--- config.mk ---
export PLATFORM = sky130hd
export DESIGN_NAME = playfair_digraph_cipher
export DESIGN_NICKNAME = d
export VERILOG_FILES = /design/src/rtl/core/pf_pkg.sv /design/src/rtl/core/pf_regs.sv /design/src/rtl/core/pf_front.sv /design/src/rtl/core/pf_burst.sv /design/src/rtl/core/playfair_digraph_cipher.sv
export SDC_FILE = /design/constraint.sdc
export NUM_CORES = 1
export LEC_CHECK = 0
export ABC_CLOCK_PERIOD_IN_PS = 5400
export BUFFER_PORTS_ARGS = -buffer_cell sky130_fd_sc_hd__buf_2
export CAP_MARGIN = 5
export CORE_MARGIN = 5
export CORE_UTILIZATION = 55
export CTS_CLUSTER_SIZE = 30
export DETAILED_ROUTE_END_ITERATION = 10
export PLACE_DENSITY = 0.87
export SETUP_SLACK_MARGIN = 0.02
export SLEW_MARGIN = 10
export SYNTH_ARGS = -nofsm -noshare
export SYNTH_HDL_FRONTEND = slang
export SYNTH_HIERARCHICAL = 1
export SYNTH_SLANG_ARGS = --single-unit
--- constraint.sdc ---
create_clock -name i_clk -period 5.4 [get_ports i_clk]
set_input_delay 0.54 -clock i_clk [delete_from_list [all_inputs] [get_ports i_clk]]
set_output_delay 0.54 -clock i_clk [all_outputs]
set_load 0.005 [all_outputs]
--- src/rtl/core/pf_pkg.sv ---
// shared types, constants and lookup functions for the playfair block
package pf_pkg;

    localparam int SIZE       = 5;
    localparam int LW         = 5;
    localparam int ADDR_W     = 5;
    localparam int DATA_W     = 64;
    localparam int SQ_HALF_W  = 2 * SIZE * LW;
    localparam int SQ_ROW_W   = SIZE * LW;
    localparam int BURST_MAX  = 4;

    localparam logic [LW-1:0] LETTER_I     = 5'd8;
    localparam logic [LW-1:0] LETTER_J     = 5'd9;
    localparam logic [LW-1:0] FILLER_RESET = 5'd23;

    typedef logic [LW-1:0] t_letter;
    typedef logic [2:0]    t_pos;

    // cell (row, col) sits at bit 5*(5*row+col) of the flattened square
    typedef logic [SIZE-1:0][SIZE-1:0][LW-1:0] t_square;

    typedef enum logic [1:0] {
        REG_SQ01   = 2'd0,
        REG_SQ23   = 2'd1,
        REG_SQ4    = 2'd2,
        REG_FILLER = 2'd3
    } t_reg;

    typedef enum logic [1:0] {
        K_PAIR   = 2'd0,
        K_REPEAT = 2'd1,
        K_ODD    = 2'd2
    } t_kind;

    typedef struct packed {
        t_square square;
        t_letter filler;
    } t_cfg;

    typedef struct packed {
        t_kind   kind;
        t_letter a;
        t_letter b;
        logic    dec;
        logic    fin;
    } t_job;

    typedef struct packed {
        t_letter letter;
        logic    last;
        logic    bad;
    } t_beat;

    typedef struct packed {
        logic found;
        t_pos row;
        t_pos col;
    } t_loc;

    function automatic t_letter fold_j(input t_letter l);
        return (l == LETTER_J) ? LETTER_I : l;
    endfunction

    // lowest-numbered matching cell wins
    function automatic t_loc locate(input t_square sq, input t_letter l);
        t_loc res;
        res = '0;
        for (int r = SIZE - 1; r >= 0; r--) begin
            for (int c = SIZE - 1; c >= 0; c--) begin
                if (sq[r][c] == l) begin
                    res.found = 1'b1;
                    res.row   = t_pos'(r);
                    res.col   = t_pos'(c);
                end
            end
        end
        return res;
    endfunction

    function automatic t_pos wrap_step(input t_pos v, input logic dec);
        t_pos res;
        if (dec) begin
            res = (v == '0) ? t_pos'(SIZE - 1) : v - t_pos'(1);
        end else begin
            res = (v == t_pos'(SIZE - 1)) ? '0 : v + t_pos'(1);
        end
        return res;
    endfunction

endpackage

--- src/rtl/core/pf_regs.sv ---
// configuration register file: square cells and filler letter
module pf_regs (
    input  logic                      i_clk,
    input  logic                      i_rst_n,
    input  logic                      psel,
    input  logic                      penable,
    input  logic                      pwrite,
    input  logic [pf_pkg::ADDR_W-1:0] paddr,
    input  logic [pf_pkg::DATA_W-1:0] pwdata,
    output logic [pf_pkg::DATA_W-1:0] prdata,
    output logic                      pready,
    output pf_pkg::t_cfg              o_cfg
);

    logic [pf_pkg::SQ_HALF_W-1:0] r_sq01;
    logic [pf_pkg::SQ_HALF_W-1:0] r_sq23;
    logic [pf_pkg::SQ_ROW_W-1:0]  r_sq4;
    pf_pkg::t_letter              r_filler;
    logic                         wr_en;
    pf_pkg::t_reg                 reg_sel;

    assign pready  = 1'b1;
    assign wr_en   = psel && penable && pwrite;
    assign reg_sel = pf_pkg::t_reg'(paddr[4:3]);

    always_ff @(posedge i_clk) begin
        if (!i_rst_n) begin
            r_sq01   <= '0;
            r_sq23   <= '0;
            r_sq4    <= '0;
            r_filler <= pf_pkg::FILLER_RESET;
        end else if (wr_en) begin
            unique case (reg_sel)
                pf_pkg::REG_SQ01:   r_sq01   <= pwdata[pf_pkg::SQ_HALF_W-1:0];
                pf_pkg::REG_SQ23:   r_sq23   <= pwdata[pf_pkg::SQ_HALF_W-1:0];
                pf_pkg::REG_SQ4:    r_sq4    <= pwdata[pf_pkg::SQ_ROW_W-1:0];
                pf_pkg::REG_FILLER: r_filler <= pwdata[pf_pkg::LW-1:0];
            endcase
        end
    end

    always_comb begin
        unique case (reg_sel)
            pf_pkg::REG_SQ01:   prdata = pf_pkg::DATA_W'(r_sq01);
            pf_pkg::REG_SQ23:   prdata = pf_pkg::DATA_W'(r_sq23);
            pf_pkg::REG_SQ4:    prdata = pf_pkg::DATA_W'(r_sq4);
            pf_pkg::REG_FILLER: prdata = pf_pkg::DATA_W'(r_filler);
        endcase
    end

    assign o_cfg.square = {r_sq4, r_sq23, r_sq01};
    assign o_cfg.filler = r_filler;

endmodule

--- src/rtl/core/pf_front.sv ---
// input side: pairs letters up, handles doubled letters and odd endings, job register
module pf_front (
    input  logic            i_clk,
    input  logic            i_rst_n,
    input  pf_pkg::t_cfg    i_cfg,
    input  logic            i_valid,
    output logic            o_stall,
    input  logic            i_mode,
    input  pf_pkg::t_letter i_letter,
    input  logic            i_last,
    output logic            o_job_valid,
    output pf_pkg::t_job    o_job,
    input  logic            i_job_take
);

    pf_pkg::t_letter r_held_letter;
    logic            r_held_valid;
    logic            r_job_valid;
    pf_pkg::t_job    r_job;

    pf_pkg::t_letter n_held_letter;
    logic            n_held_valid;
    logic            make_job;
    pf_pkg::t_job    new_job;
    pf_pkg::t_letter l;
    pf_pkg::t_letter fill;
    logic            accept;

    assign o_stall = r_job_valid && !i_job_take;
    assign accept  = i_valid && !o_stall;
    assign l       = pf_pkg::fold_j(i_letter);
    assign fill    = pf_pkg::fold_j(i_cfg.filler);

    always_comb begin
        n_held_letter = r_held_letter;
        n_held_valid  = r_held_valid;
        make_job      = 1'b0;
        new_job.kind  = pf_pkg::K_PAIR;
        new_job.a     = l;
        new_job.b     = fill;
        new_job.dec   = 1'b0;
        new_job.fin   = i_last;
        if (!r_held_valid) begin
            if (!i_last) begin
                n_held_letter = l;
                n_held_valid  = 1'b1;
            end else begin
                // lone last letter: pad when encrypting, odd ciphertext otherwise
                make_job = 1'b1;
                if (i_mode) begin
                    new_job.kind = pf_pkg::K_ODD;
                end
            end
        end else begin
            n_held_valid = 1'b0;
            make_job     = 1'b1;
            if (!i_mode && r_held_letter == l) begin
                if (i_last) begin
                    // both halves pair with the filler, same pair twice
                    new_job.kind = pf_pkg::K_REPEAT;
                end else begin
                    new_job.fin   = 1'b0;
                    n_held_letter = l;
                    n_held_valid  = 1'b1;
                end
            end else begin
                new_job.a     = r_held_letter;
                new_job.b     = l;
                new_job.dec   = i_mode;
                n_held_letter = '0;
            end
        end
    end

    always_ff @(posedge i_clk) begin
        if (!i_rst_n) begin
            r_held_letter <= '0;
            r_held_valid  <= 1'b0;
            r_job_valid   <= 1'b0;
        end else begin
            if (accept) begin
                r_held_letter <= n_held_letter;
                r_held_valid  <= n_held_valid;
            end
            if (accept && make_job) begin
                r_job_valid <= 1'b1;
            end else if (i_job_take) begin
                r_job_valid <= 1'b0;
            end
        end
    end

    always_ff @(posedge i_clk) begin
        if (accept && make_job) begin
            r_job <= new_job;
        end
    end

    assign o_job_valid = r_job_valid;
    assign o_job       = r_job;

endmodule

--- src/rtl/core/pf_burst.sv ---
// square lookup, substitution, burst buffer draining one beat per unstalled cycle
module pf_burst (
    input  logic            i_clk,
    input  logic            i_rst_n,
    input  pf_pkg::t_cfg    i_cfg,
    input  logic            i_job_valid,
    input  pf_pkg::t_job    i_job,
    output logic            o_job_take,
    output logic            o_valid,
    input  logic            i_stall,
    output pf_pkg::t_letter o_letter,
    output logic            o_last,
    output logic            o_bad
);

    pf_pkg::t_beat r_slot [pf_pkg::BURST_MAX];
    logic [2:0]    r_left;
    logic [1:0]    r_pos;

    pf_pkg::t_beat n_slot [pf_pkg::BURST_MAX];
    logic [2:0]    n_cnt;
    pf_pkg::t_loc  loc_a;
    pf_pkg::t_loc  loc_b;
    pf_pkg::t_pos  ra, ca, rb, cb;
    pf_pkg::t_letter x, y;
    logic          bad;
    logic          out_take;

    assign loc_a = pf_pkg::locate(i_cfg.square, i_job.a);
    assign loc_b = pf_pkg::locate(i_cfg.square, i_job.b);
    assign bad   = !loc_a.found || !loc_b.found;

    always_comb begin
        ra = loc_a.row;
        ca = loc_a.col;
        rb = loc_b.row;
        cb = loc_b.col;
        if (loc_a.row == loc_b.row) begin
            ca = pf_pkg::wrap_step(loc_a.col, i_job.dec);
            cb = pf_pkg::wrap_step(loc_b.col, i_job.dec);
        end else if (loc_a.col == loc_b.col) begin
            ra = pf_pkg::wrap_step(loc_a.row, i_job.dec);
            rb = pf_pkg::wrap_step(loc_b.row, i_job.dec);
        end else begin
            ca = loc_b.col;
            cb = loc_a.col;
        end
    end

    assign x = i_cfg.square[ra][ca];
    assign y = i_cfg.square[rb][cb];

    always_comb begin
        for (int i = 0; i < pf_pkg::BURST_MAX; i++) begin
            n_slot[i] = '0;
        end
        n_cnt = '0;
        unique case (i_job.kind)
            pf_pkg::K_ODD: begin
                n_slot[0] = '{letter: '0, last: 1'b1, bad: 1'b1};
                n_cnt     = 3'd1;
            end
            pf_pkg::K_PAIR: begin
                if (bad) begin
                    n_slot[0] = '{letter: '0, last: i_job.fin, bad: 1'b1};
                    n_cnt     = 3'd1;
                end else if (i_job.dec && i_job.fin && y == i_cfg.filler) begin
                    // trailing filler dropped from the decrypted text
                    n_slot[0] = '{letter: x, last: 1'b1, bad: 1'b0};
                    n_cnt     = 3'd1;
                end else begin
                    n_slot[0] = '{letter: x, last: 1'b0, bad: 1'b0};
                    n_slot[1] = '{letter: y, last: i_job.fin, bad: 1'b0};
                    n_cnt     = 3'd2;
                end
            end
            pf_pkg::K_REPEAT: begin
                if (bad) begin
                    n_slot[0] = '{letter: '0, last: 1'b0, bad: 1'b1};
                    n_slot[1] = '{letter: '0, last: 1'b1, bad: 1'b1};
                    n_cnt     = 3'd2;
                end else begin
                    n_slot[0] = '{letter: x, last: 1'b0, bad: 1'b0};
                    n_slot[1] = '{letter: y, last: 1'b0, bad: 1'b0};
                    n_slot[2] = '{letter: x, last: 1'b0, bad: 1'b0};
                    n_slot[3] = '{letter: y, last: 1'b1, bad: 1'b0};
                    n_cnt     = 3'd4;
                end
            end
            default: begin
                n_cnt = '0;
            end
        endcase
    end

    assign o_valid    = (r_left != '0);
    assign out_take   = o_valid && !i_stall;
    // reload when empty or while the final beat of the current burst leaves
    assign o_job_take = i_job_valid &&
                        ((r_left == '0) || (r_left == 3'd1 && out_take));

    always_ff @(posedge i_clk) begin
        if (!i_rst_n) begin
            r_left <= '0;
            r_pos  <= '0;
        end else if (o_job_take) begin
            r_left <= n_cnt;
            r_pos  <= '0;
        end else if (out_take) begin
            r_left <= r_left - 3'd1;
            r_pos  <= r_pos + 2'd1;
        end
    end

    always_ff @(posedge i_clk) begin
        if (o_job_take) begin
            for (int i = 0; i < pf_pkg::BURST_MAX; i++) begin
                r_slot[i] <= n_slot[i];
            end
        end
    end

    assign o_letter = r_slot[r_pos].letter;
    assign o_last   = r_slot[r_pos].last;
    assign o_bad    = r_slot[r_pos].bad;

endmodule

--- src/rtl/core/playfair_digraph_cipher.sv ---
// Playfair digraph cipher: letters in one beat at a time, substituted letters out in bursts.
// Letters arrive one per input beat and are paired in the front end; a letter that only
// opens a pair is absorbed and gives no output. A completed pair is held in one job
// register, looked up in the 5x5 square and substituted in a single pass, and loaded into
// a four-beat burst buffer, drained one beat per cycle while i_stall is low. A pair yields
// one or two result beats, four for a doubled last letter when encrypting. The input keeps
// flowing while the burst drains until a second pair waits in the job register; clean
// pairs stream at one letter per cycle if unstalled. A completed pair goes through the job
// register and then the burst buffer to the output. Software must write the square and the
// filler letter through the register port while the block is idle; it is not enforced.
module playfair_digraph_cipher (
    input  logic                      i_clk,
    input  logic                      i_rst_n,
    input  logic                      psel,
    input  logic                      penable,
    input  logic                      pwrite,
    input  logic [pf_pkg::ADDR_W-1:0] paddr,
    input  logic [pf_pkg::DATA_W-1:0] pwdata,
    output logic [pf_pkg::DATA_W-1:0] prdata,
    output logic                      pready,
    input  logic                      i_valid,
    output logic                      o_stall,
    input  logic                      i_mode,
    input  logic [4:0]                i_letter,
    input  logic                      i_last,
    output logic                      o_valid,
    input  logic                      i_stall,
    output logic [4:0]                o_out_letter,
    output logic                      o_out_last,
    output logic                      o_bad_input
);

    pf_pkg::t_cfg cfg;
    logic         job_valid;
    pf_pkg::t_job job;
    logic         job_take;

    pf_regs u_regs (
        .i_clk   (i_clk),
        .i_rst_n (i_rst_n),
        .psel    (psel),
        .penable (penable),
        .pwrite  (pwrite),
        .paddr   (paddr),
        .pwdata  (pwdata),
        .prdata  (prdata),
        .pready  (pready),
        .o_cfg   (cfg)
    );

    pf_front u_front (
        .i_clk       (i_clk),
        .i_rst_n     (i_rst_n),
        .i_cfg       (cfg),
        .i_valid     (i_valid),
        .o_stall     (o_stall),
        .i_mode      (i_mode),
        .i_letter    (i_letter),
        .i_last      (i_last),
        .o_job_valid (job_valid),
        .o_job       (job),
        .i_job_take  (job_take)
    );

    pf_burst u_burst (
        .i_clk       (i_clk),
        .i_rst_n     (i_rst_n),
        .i_cfg       (cfg),
        .i_job_valid (job_valid),
        .i_job       (job),
        .o_job_take  (job_take),
        .o_valid     (o_valid),
        .i_stall     (i_stall),
        .o_letter    (o_out_letter),
        .o_last      (o_out_last),
        .o_bad       (o_bad_input)
    );

endmodule
== Yosys cells after proc, flatten, opt, wreduce, memory -nomap -nowiden ==
Memory sizes are Yosys's and may differ from the RTL's. A register that Yosys moved wholly into a read port is not among the register bits.
Cells that the tools add are included.

* Flip-flop bits (word level): 156
* RAM bits: 28
* Input port bits: 83
* Output and inout port bits: 74
* Logic and storage cells: 250
* Memories kept: 1

{| class="wikitable"
|+ Memory list
! name !! depth !! bits a word !! rd ports !! clocked after Yosys merged registers in !! wr ports !! line !! source
|-
| u_burst.r_slot || 4 || 7 || 1 || 1 || 4 || pf_burst.sv:16 || <nowiki>pf_pkg::t_beat r_slot [pf_pkg::BURST_MAX];</nowiki>
|}

* Add/subtract/negate cells: 10
* Order comparisons: 4
* Equality and inequality tests: 66
* Multiplexer cells: 118
* Bitwise logic cells: 2
* Reduce and logical (&&, ||, !) cells: 35

{| class="wikitable"
|+ Operator list
! cell !! number
|-
| 7-bit 2-to-1 mux || 53
|-
| 5-bit equality test || 52
|-
| 64-bit one-hot mux with 4 select lines || 1
|-
| 25-bit binary-select mux with 3-bit select || 2
|-
| 3-bit 2-to-1 mux || 24
|-
| 25-bit 2-to-1 mux || 2
|-
| 14-bit 2-to-1 mux || 3
|-
| 5-bit 2-to-1 mux || 7
|-
| 5-bit binary-select mux with 3-bit select || 2
|-
| 7-bit one-hot mux with 3 select lines || 1
|-
| 3-bit by 4-bit < comparator with 1-bit output (second input constant) || 4
|-
| 2-bit 2-to-1 mux || 8
|-
| 3-bit logical NOT || 5
|-
| 3-bit by 1-bit subtractor with 3-bit output (second input constant) || 5
|-
| 7-bit one-hot mux with 2 select lines || 1
|-
| 3-bit by 1-bit adder with 3-bit output (second input constant) || 4
|-
| 3-bit equality test (second input constant) || 4
|-
| 12-bit 2-to-1 mux || 1
|-
| 1-bit logical AND || 11
|-
| 1-bit 2-to-1 mux || 11
|-
| 11-bit 2-to-1 mux || 1
|-
| 5-bit by 4-bit equality test with 1-bit output (second input constant) || 2
|-
| 3-bit one-hot mux with 3 select lines || 1
|-
| 2-bit AND reduction || 4
|-
| other kinds (12) || 26
|}

== Depth between registers and ports, before layout ==
Gate-level depths: netlist of run 1.

* Depth in word-level cells: 41
* Depth in mapped cells: 27
* Depth with buffers taken out: 21

== Hierarchy ==
The synthesis of run 1 kept the hierarchy.

{| class="wikitable"
|+ Modules (own cells, without submodules)
! module !! times used !! cells an instance !! area an instance (um^2) !! sequential area each (um^2)
|-
| pf_burst || 1 || 1,150 || 9,261.4 || 890.9
|-
| pf_regs || 1 || 632 || 5,869.4 || 2,602.5
|-
| pf_front || 1 || 70 || 954.7 || 560.5
|}

== Least setup slack after synthesis of run 1 ==
OpenSTA, ideal clock, no wires.

* Path type: reg2reg
* From: register u_front.r_job, in the netlist u_front/o_job[6]
* To: register u_burst.r_left[1]
* Setup time: 0.122 ns
* Data arrival time: 5.293 ns
* Data required time: 5.278 ns
* Setup slack: -0.015 ns
* Stages on the path, launching flop included: 28
* Buffers on the path: 7
* Period minus slack after synthesis: 5.415 ns
* Cells stage by stage: edfxtp_1 -> buf_6 -> buf_12 -> buf_8 -> xnor2_1 -> nand3_1 -> nor3_1 -> nor4_2 -> o211ai_1 -> a311o_2 -> inv_2 -> buf_2 -> buf_1 -> ha_1 -> nor2b_1 -> a41oi_1 -> a21oi_1 -> nand4_2 -> buf_4 -> buf_2 -> a211oi_1 -> a31oi_1 -> o31ai_1 -> o21ai_1 -> o211ai_2 -> o2111ai_2 -> o211a_1 -> o311a_1

* Cells in the longest elaborated chain, start to end: 41
* Elaborated cells between the ends (all ways): 83
* Those cells by class: add/sub (4); eq/ne (30); mux (44); reduce/logical (5)

{| class="wikitable"
|+ Ends and longest elaborated chain
! element !! line !! source
|-
| from (decl) || pf_front.sv:19 || <nowiki>pf_pkg::t_job r_job;</nowiki>
|-
| from (signal assigned) || pf_front.sv:95 || <nowiki>r_job <= new_job;</nowiki>
|-
| 5-bit equality test || pf_pkg.sv:70 || <nowiki>if (sq[r][c] == l) begin</nowiki>
|-
| 7-bit 2-to-1 mux (24 in series) || pf_pkg.sv:70 ||
|-
| 7-bit 2-to-1 mux * || pf_pkg.sv:70 ||
|-
| 3-bit by 1-bit adder with 3-bit output, or another cell as far along || pf_pkg.sv:85 || <nowiki>res = (v == t_pos'(SIZE - 1)) ? '0 : v + t_pos'(1);</nowiki>
|-
| 3-bit 2-to-1 mux (on tied branches) || pf_pkg.sv:85, pf_pkg.sv:83 ||
|-
| 3-bit 2-to-1 mux || pf_pkg.sv:82 || <nowiki>if (dec) begin</nowiki>
|-
| 3-bit 2-to-1 mux || pf_burst.sv:41 || <nowiki>end else if (loc_a.col == loc_b.col) begin</nowiki>
|-
| 3-bit 2-to-1 mux || pf_burst.sv:38 || <nowiki>if (loc_a.row == loc_b.row) begin</nowiki>
|-
| [... 2 more ...] || -- ||
|-
| 5-bit binary-select mux with 3-bit select || pf_burst.sv:51 || <nowiki>assign y = i_cfg.square[rb][cb];</nowiki>
|-
| 5-bit 2-to-1 mux (not written as such) || pf_burst.sv:51 ||
|-
| 5-bit equality test || pf_burst.sv:67 || <nowiki>end else if (i_job.dec && i_job.fin && y == i_cfg.filler) begin</nowiki>
|-
| 1-bit logical AND || pf_burst.sv:67 ||
|-
| 2-bit 2-to-1 mux || pf_burst.sv:67 ||
|-
| 3-bit 2-to-1 mux || pf_burst.sv:64 || <nowiki>if (bad) begin</nowiki>
|-
| 3-bit one-hot mux with 3 select lines * || pf_burst.sv:58 || <nowiki>unique case (i_job.kind)</nowiki>
|-
| 3-bit 2-to-1 mux * || pf_burst.sv:106 || <nowiki>end else if (o_job_take) begin</nowiki>
|-
| to (signal assigned) || pf_burst.sv:107 || <nowiki>r_left <= n_cnt;</nowiki>
|-
| to (signal assigned) || pf_burst.sv:110 || <nowiki>r_left <= r_left - 3'd1;</nowiki>
|-
| to (decl) || pf_burst.sv:17 || <nowiki>logic [2:0] r_left;</nowiki>
|}

Mark *: on every way between the ends. The rest lies on a longest branch, timed or not. The select of a mux whose other input is x is not followed.
A chain may end at the register's enable or synchronous reset.

==> qor.txt, run 1 <==
Filler cells -> 1,977
Detail Route Antenna Nets -> 0
Main synth FF type -> dfxtp_1
Clock Latency Late Sink -> 0.46 ns
Hold Path Origin -> pwdata[44]
Register area share after synthesis -> 25.20%
Hold Slack -> 0.3573 ns
I/O Buffers -> 124
Die Span X -> 181.0 µm
Grt ovf -> 0
Critical Path Source Type -> register
Vias -> 18,092
Worst Hold Class -> in2reg
Worst slew margin -> 31.55%
Share of layout cells above drive strength 1 -> 35.56%
Outcome -> finished with violations
Setup Skew -> 0.01637 ns
Residual DRC -> 0
Hold Fails Final Rpt -> 0
Synthesized area -> 0.01609 mm²
RSZ-0062 raised after global routing -> yes
CTS tree -> yes
Yosys reg bits -> 183
Asr flop ratio synth -> 0%
Cell Pwr Density -> 260.6 mW/mm²
Setup-failing EPs final -> 13
CTS H-Tree Depth -> 4
Synth Instances -> 1,852
Initial core utilization -> 55.89%
Die height -> 181.0 µm
CTS Hold Bufs -> 0
Failing checks -> setup timing
Core ar. -> 0.02878 mm²
Syn_area_per_cell -> 8.685 µm²
IO Pins -> 157
Max Slew Vio Count -> 0
Wirelength per Cell -> 28.66 µm
Core Rows -> 62
Worst Path Max Fanout -> 8
Transition time of the tightest slew-check pin -> 1.027 ns
Setup WS pre-CTS -> -0.4103 ns
Post-synth EDFFs -> 39
Final instance area -> 0.02172 mm²
Yosys warns -> 6
Largest net degree at the start of global routing -> 115
Post-DP Area -> 0.01914 mm²
DP HPWL -> 54.97 mm
Max Fclk -> 176.1 MHz
P&R area growth vs syn -> 35.03%
GPL Wtd Cong -> 1.077
Setup crit end kind -> register
Origin of the critical flop-to-flop path -> u_front/o_job[4]
Vias in the first global route -> 16,954
CP required -> 5.60 ns
Clock slew at reported path FFs -> 0.08 ns
CTS Buffer Depth -> 2
DR iter-0 viols -> 2,901
Clk sinks -> 183
Crit path kind -> reg2reg
Leak -> 9.217 nW
Ant. Diodes -> 0
Unique masters post-synth -> 114
Power Total -> 5.661 mW
Layout Nets -> 2,391
Worst Setup SP -> u_front/o_job[4]
DIE AREA -> 0.03277 mm²
Final setup margin -> -0.2781 ns
Clock Root Buffer -> clkbuf_16
Tot GR Track Use -> 43.22%
Max cap viols -> 0
Routed wire length -> 77.10 mm
Vias per cell -> 6.726
Initial antenna violation count -> 1
Tmin final -> 5.678 ns
Pre-antenna DRT Iters -> 7
First-pass GRT wire length -> 107.8 mm
TritonCTS buffer count -> 17
Arr. time, crit path -> 5.88 ns
Maximum VDD drop -> 0.2208 mV
Final worst-path cycle share -> 105.1%
-- area by class of cell --
class                   instances  area [µm²]  share of cell area (%)
well taps                     384       480.5                   2.212
inverters                      41       156.4                  0.7200
flip-flops and latches        183        4054                   18.66
clock buffers                  17       425.4                   1.959
multi-input cells            1495       12020                   55.33
repair buffers                555        4388                   20.20
clock inverters                15       197.7                  0.9101
-- critical path: stages, from the launching register on --
cell       delay (ns)
edfxtp_1         0.38
buf_4            0.21
buf_12           0.16
buf_12           0.13
xnor2_1          0.16
nand3_1          0.15
nor3_2           0.07
or4b_4           0.57
o211ai_1         0.20
a311o_2          0.28
buf_4            0.14
ha_4             0.18
nor2b_4          0.06
a41oi_2          0.23
a21o_1           0.22
nor4_4           0.06
buf_4            0.16
buf_6            0.12
a311o_1          0.29
o22ai_2          0.26
a221o_1          0.21
o211ai_1         0.15
buf_4            0.20
nor3_4           0.21
o2111ai_4        0.16
nor3_2           0.21
buf_6            0.18
nor3_2           0.06
-- final timing paths --
path	to	slack [ns]	cells past startpoint
min	u_regs/r_sq01[44]	0.36	3
max reg2reg	u_burst/r_slot[1][4]	-0.28	27
max	u_burst/r_slot[1][4]	-0.28	27
min reg2reg	u_front/r_held_letter[2]	0.50	1
-- cells by family (layout without fill, tap and decap cells) --
| family | count (synthesis) | after routing | share of synthesized area [%] |
|---|---|---|---|
| and+or+nand+nor | 635 | 635 | 18.86 |
| other | 2 | 15 | 0.04669 |
| buffers and inverters | 188 | 628 | 7.063 |
| DFF | 183 | 183 | 25.20 |
| AOI/OAI and AO/OA | 317 | 318 | 15.00 |
| xor gates and xnor gates | 262 | 262 | 14.48 |
| adders and majority gates | 15 | 15 | 1.167 |
| muxes | 250 | 250 | 18.19 |
-- flip-flops by register name (all words and copies together) (netlist names), named ones only --
register,flops
u_burst/r_left,3
u_front/o_job,14
u_regs/r_sq23,50
u_front/o_job_valid,1
u_front/r_held_valid,1
u_regs/r_filler,5
u_burst/r_pos,2
u_regs/r_sq4,25
u_front/r_held_letter,5
u_burst/r_slot,25
u_regs/r_sq01,50
-- layout by cell type (no fill, tap or decap), types with 12 or more instances in the layout --
cell type	Yosys	layout
edfxtp_1	39	39
inv_1	39	38
buf_2	40	125
nor2b_1	13	12
nor3_1	65	42
and2_1	20	18
clkbuf_16	0	18
dfxtp_1	144	144
buf_12	1	24
nor3_2	4	14
nand3_1	98	87
mux2_2	18	18
xor2_1	134	131
nor2_1	81	75
a32oi_1	13	12
o211ai_1	12	12
nand2_1	269	266
conb_1	2	15
o21ai_0	84	71
buf_4	37	365
xnor2_1	125	122
nand3_2	1	12
mux4_2	32	32
nor3_4	0	13
o21ai_1	5	14
mux2i_1	199	197
nand4_1	14	14
a21oi_1	25	20
buf_6	24	33
-- cells in the mapped netlist, types with 7 or more instances --
library cell | n | area (µm²)
a31oi_1 | 14 | 87.58
a2111oi_0 | 8 | 70.07
nor2b_1 | 13 | 81.33
and2_1 | 20 | 125.1
clkbuf_1 | 37 | 138.9
a32oi_1 | 13 | 113.9
nor3_1 | 65 | 325.3
mux2i_1 | 199 | 1992
buf_2 | 40 | 200.2
mux2_2 | 18 | 202.7
ha_1 | 15 | 187.7
xnor2_1 | 125 | 1095
a21oi_1 | 25 | 125.1
o21a_1 | 8 | 60.06
nand2_1 | 269 | 1010
nor4_1 | 7 | 43.79
nor2_1 | 81 | 304.0
nand2b_1 | 10 | 62.56
dfxtp_1 | 144 | 2883
buf_6 | 24 | 270.3
mux4_2 | 32 | 720.7
o21ai_0 | 84 | 420.4
a221o_1 | 7 | 70.07
nand3_1 | 98 | 490.5
edfxtp_1 | 39 | 1171
and3_1 | 11 | 68.82
a211oi_1 | 14 | 105.1
a21boi_0 | 8 | 60.06
o221ai_1 | 10 | 87.58
nand4_1 | 14 | 87.58
inv_1 | 39 | 146.4
xor2_1 | 134 | 1174
buf_4 | 37 | 277.8
o211ai_1 | 12 | 90.09
-- layer usage --
| layer | up-vias | GRT usage (%) | share of wire, % |
|---|---|---|---|
| li1 | 7516 | - | - |
| met1 | 8534 | 57.77 | 36 |
| met2 | 1617 | 64.16 | 42 |
| met3 | 423 | 10.78 | 14 |
| met4 | 2 | 23.72 | 7.1 |
| met5 | - | 0 | 0.026 |
-- stage by stage --
| step | util, % | TNS, ns | std cells |
|---|---|---|---|
| final | 75.47 | -2.146 | 2690 |
| after global routing | 75.47 | -3.455 | 2690 |
| after CTS | 72.04 | 0 | 2650 |
| after detailed placement | 66.52 | -3.946 | 2578 |
| after global placement | 66.52 | -2.527 | 2578 |
| after floorplan | - | 0 | 1865 |
-- repair_timing --
item                                    CTS  global route
setup buffers                            34            42
pin swaps                                45            64
gates cloned                              6             3
endpoints found under the setup margin   21            21
gates resized for setup                 115           132
-- power breakdown --
group | leakage (nW) | internal, mW | switching, mW
Sequential | 1.53 | 1.48 | 0.0659
Combinational | 7.39 | 1.26 | 1.51
Clock | 0.302 | 0.639 | 0.704
(Power assumes the default switching activity.)
==> run 2: changes to the inputs <==
Settings changed: REMOVE_ABC_BUFFERS set to 1.
==> qor.txt, run 2 (synthesis results as in run 1) <==
Detail Route Antenna Nets -> 0 (unchanged)
Filler cells -> 1,891 (-4.4%)
Clk pwr share -> 21.9% (-1.8 points)
Worst Path Max Fanout -> 7 (-1)
Cell Pwr Density -> 266.7 mW/mm² (+2.3%)
Worst r2r path cells -> 24 (-11%)
Register-to-Register Setup Slack -> -0.32 ns (-0.04 ns)
Arr. time, crit path -> 5.94 ns (+0.06 ns)
Setup Skew -> 0.01560 ns (-0.0007712 ns)
Maximum VDD drop -> 0.2563 mV (+16%)
Post-route setup TNS -> -4.439 ns (-2.293 ns)
I/O Buffers -> 124 (unchanged)
Crit path largest cell delay -> 0.46 ns (-0.11 ns)
Commonest non-fill, non-tap cell in the layout -> buf_4
Clk sinks -> 183 (unchanged)
Core Rows -> 62 (unchanged)
Outcome -> finished with violations
Crit-path slowest cell -> a311o_2
Routed wire length -> 76.57 mm (-0.68%)
Initial core utilization -> 55.89% (unchanged)
Wirelength per Cell -> 27.84 µm (-2.9%)
Hold Fails Final Rpt -> 0 (unchanged)
Critical Path Source Type -> register
Layout Nets -> 2,450 (+2.5%)
CP required -> 5.63 ns (+0.03 ns)
Tot GR Track Use -> 42.79% (-0.43 points)
Leak -> 9.610 nW (+4.3%)
Psw -> 2.403 mW (+5.2%)
Failing checks -> setup timing
RSZ-0062 raised after global routing -> yes
Crit path kind -> reg2reg
Transition time of the tightest slew-check pin -> 1.110 ns (+0.08313 ns)
Grt ovf -> 0 (unchanged)
Pre-antenna DRT Iters -> 8 (+1)
Max Fclk -> 174.9 MHz (-0.68%)
DR iter-0 viols -> 2,719 (-6.3%)
DIE AREA -> 0.03277 mm² (unchanged)
Comb power frac -> 52.4% (+3.4 points)
IO Pins -> 157 (unchanged)
Reg2reg end -> u_burst/r_slot[0][1]
Vias -> 18,313 (+1.2%)
Die height -> 181.0 µm (unchanged)
Clock Latency Late Sink -> 0.48 ns (+0.02 ns)
Vias per cell -> 6.659 (-0.99%)
Origin of the critical flop-to-flop path -> u_front/o_job[4]
DP HPWL -> 52.73 mm (-4.1%)
Commonest non-fill, non-tap cells in the layout -> buf_4 (400), nand2_1 (265), mux2i_1 (194)
Final setup margin -> -0.3168 ns (-0.03875 ns)
Net Sw Frac -> 40.21% (-0.14 points)
Vias in the first global route -> 17,551 (+3.5%)
Setup crit end kind -> register
Hold Slack -> 0.3328 ns (-0.02453 ns)
Hold Path Origin -> pwdata[28]
GPL Wtd Cong -> 1.108 (+2.9%)
Die Span X -> 181.0 µm (unchanged)
CTS tree -> yes
CTS H-Tree Depth -> 4 (unchanged)
Max cap viols -> 0 (unchanged)
Clock slew at reported path FFs -> 0.09 ns (about the same)
Reg power frac -> 25.7% (-1.5 points)
Largest registers -> u_regs/r_sq01 (50), u_regs/r_sq23 (50)
CTS Hold Bufs -> 0 (unchanged)
Setup-failing EPs final -> 19 (+6)
P&R area growth vs syn -> 39.34%
Final worst-path cycle share -> 105.9% (+0.72 points)
Worst Hold Class -> in2reg
TritonCTS buffer count -> 17 (unchanged)
Final instance area -> 0.02241 mm² (+3.2%)
Worst path cell trace -> buf_12, buf_12, xnor2_1, nand3_1, nor3_2, buf_12, nor4_4, o211ai_1, a311o_2, inv_2, ha_2, nor2b_1, a41oi_2, a21oi_2, nand4_4, a211oi_2, buf_4, a31oi_4, a221o_1, a31o_1, o21a_1, o211ai_1, o21ai_1, o211a_1
Max Slew Vio Count -> 0 (unchanged)
Clock Root Buffer -> clkbuf_16
Hold depth -> 3 (unchanged)
Hold EP -> u_regs/r_sq01[28]
Crit-path most repeated cell -> buf_12
Share of layout cells above drive strength 1 -> 37.63% (+2.1 points)
Tmin final -> 5.717 ns (+0.03875 ns)
Post-DP Area -> 0.01981 mm² (+3.5%)
Initial antenna violation count -> 3 (+2)
Crit path max-delay family -> compound AO/OA/AOI/OAI gates
Largest net degree at the start of global routing -> 109 (-5.2%)
Core ar. -> 0.02878 mm² (unchanged)
Cell Int Power -> 3.574 mW (+5.8%)
First-pass GRT wire length -> 107.9 mm (about the same)
Buf+Inv Stages, Crit Path -> 5 (-3)
Worst slew margin -> 26.01% (-5.5 points)
CTS Buffer Depth -> 2 (unchanged)
Residual DRC -> 0 (unchanged)
[run 2: worst max path at each step]
stage | startpoint | cells after the start | endpoint
2_1_floorplan | u_front/o_job[6] | 17 | u_burst/r_slot[2][2]
3_3_place_gp | u_front/o_job[5] | 20 | u_burst/r_left[1]
3_5_place_dp | u_front/o_job[2] | 20 | u_burst/r_left[1]
4_1_cts | u_front/o_job[2] | 21 | u_burst/r_left[1]
5_1_grt | u_front/o_job[4] | 26 | u_burst/r_slot[1][4]
6_report | u_front/o_job[4] | 24 | u_burst/r_slot[0][1]
[run 2: worst min-delay path: stages]
cell,delay (ns)
buf_2,0.09
nand2_1,0.06
mux2i_1,0.07
[run 2: final cells by class]
cell class                 count  area, µm²  area share (%)
clock inverter                14      152.6          0.6810
clock buffer                  18      439.2           1.959
multi-input combinational   1497      12090           53.94
inverter                      41      153.9          0.6866
tap                          384      480.5           2.144
sequential                   183       4054           18.09
timing repair buffer         612       5041           22.49
antenna                        1      2.502         0.01116
[run 2: stage by stage]
stage	power, mW	instances	setup slack [ns]	util, %
2_1_floorplan	2.730	1718	-1.613	-
3_3_place_gp	3.841	2648	-0.6444	68.82
3_5_place_dp	3.892	2648	-0.6707	68.82
4_1_cts	5.418	2719	-0.1003	74.75
5_1_grt	6.120	2749	-0.4581	77.87
6_report	5.977	2750	-0.3168	77.88
[run 2: repair_timing]
item,in CTS,in global routing
pin swaps,57,49
resized for setup,145,109
endpoints found under the setup margin,24,23
buffers inserted,38,33
gates cloned,4,4
[run 2: power groups by stage]
stage / sequential (mW) / combinational (mW) / clock (mW)
2_1_floorplan: 1.59 / 1.14 / 0
3_3_place_gp: 1.56 / 2.28 / 0
3_5_place_dp: 1.57 / 2.33 / 0
4_1_cts: 1.53 / 2.57 / 1.31
5_1_grt: 1.54 / 3.20 / 1.37
6_report: 1.54 / 3.13 / 1.31
[run 2: per-layer routing]
metal  GRT usage [%]  vias up  part of all wire, %
met1           54.89     8688                   36
met2           66.96     1555                   44
met5               0        -                0.054
li1                -     7635                    -
met3           9.994      429                   13
met4           23.15        6                  7.5
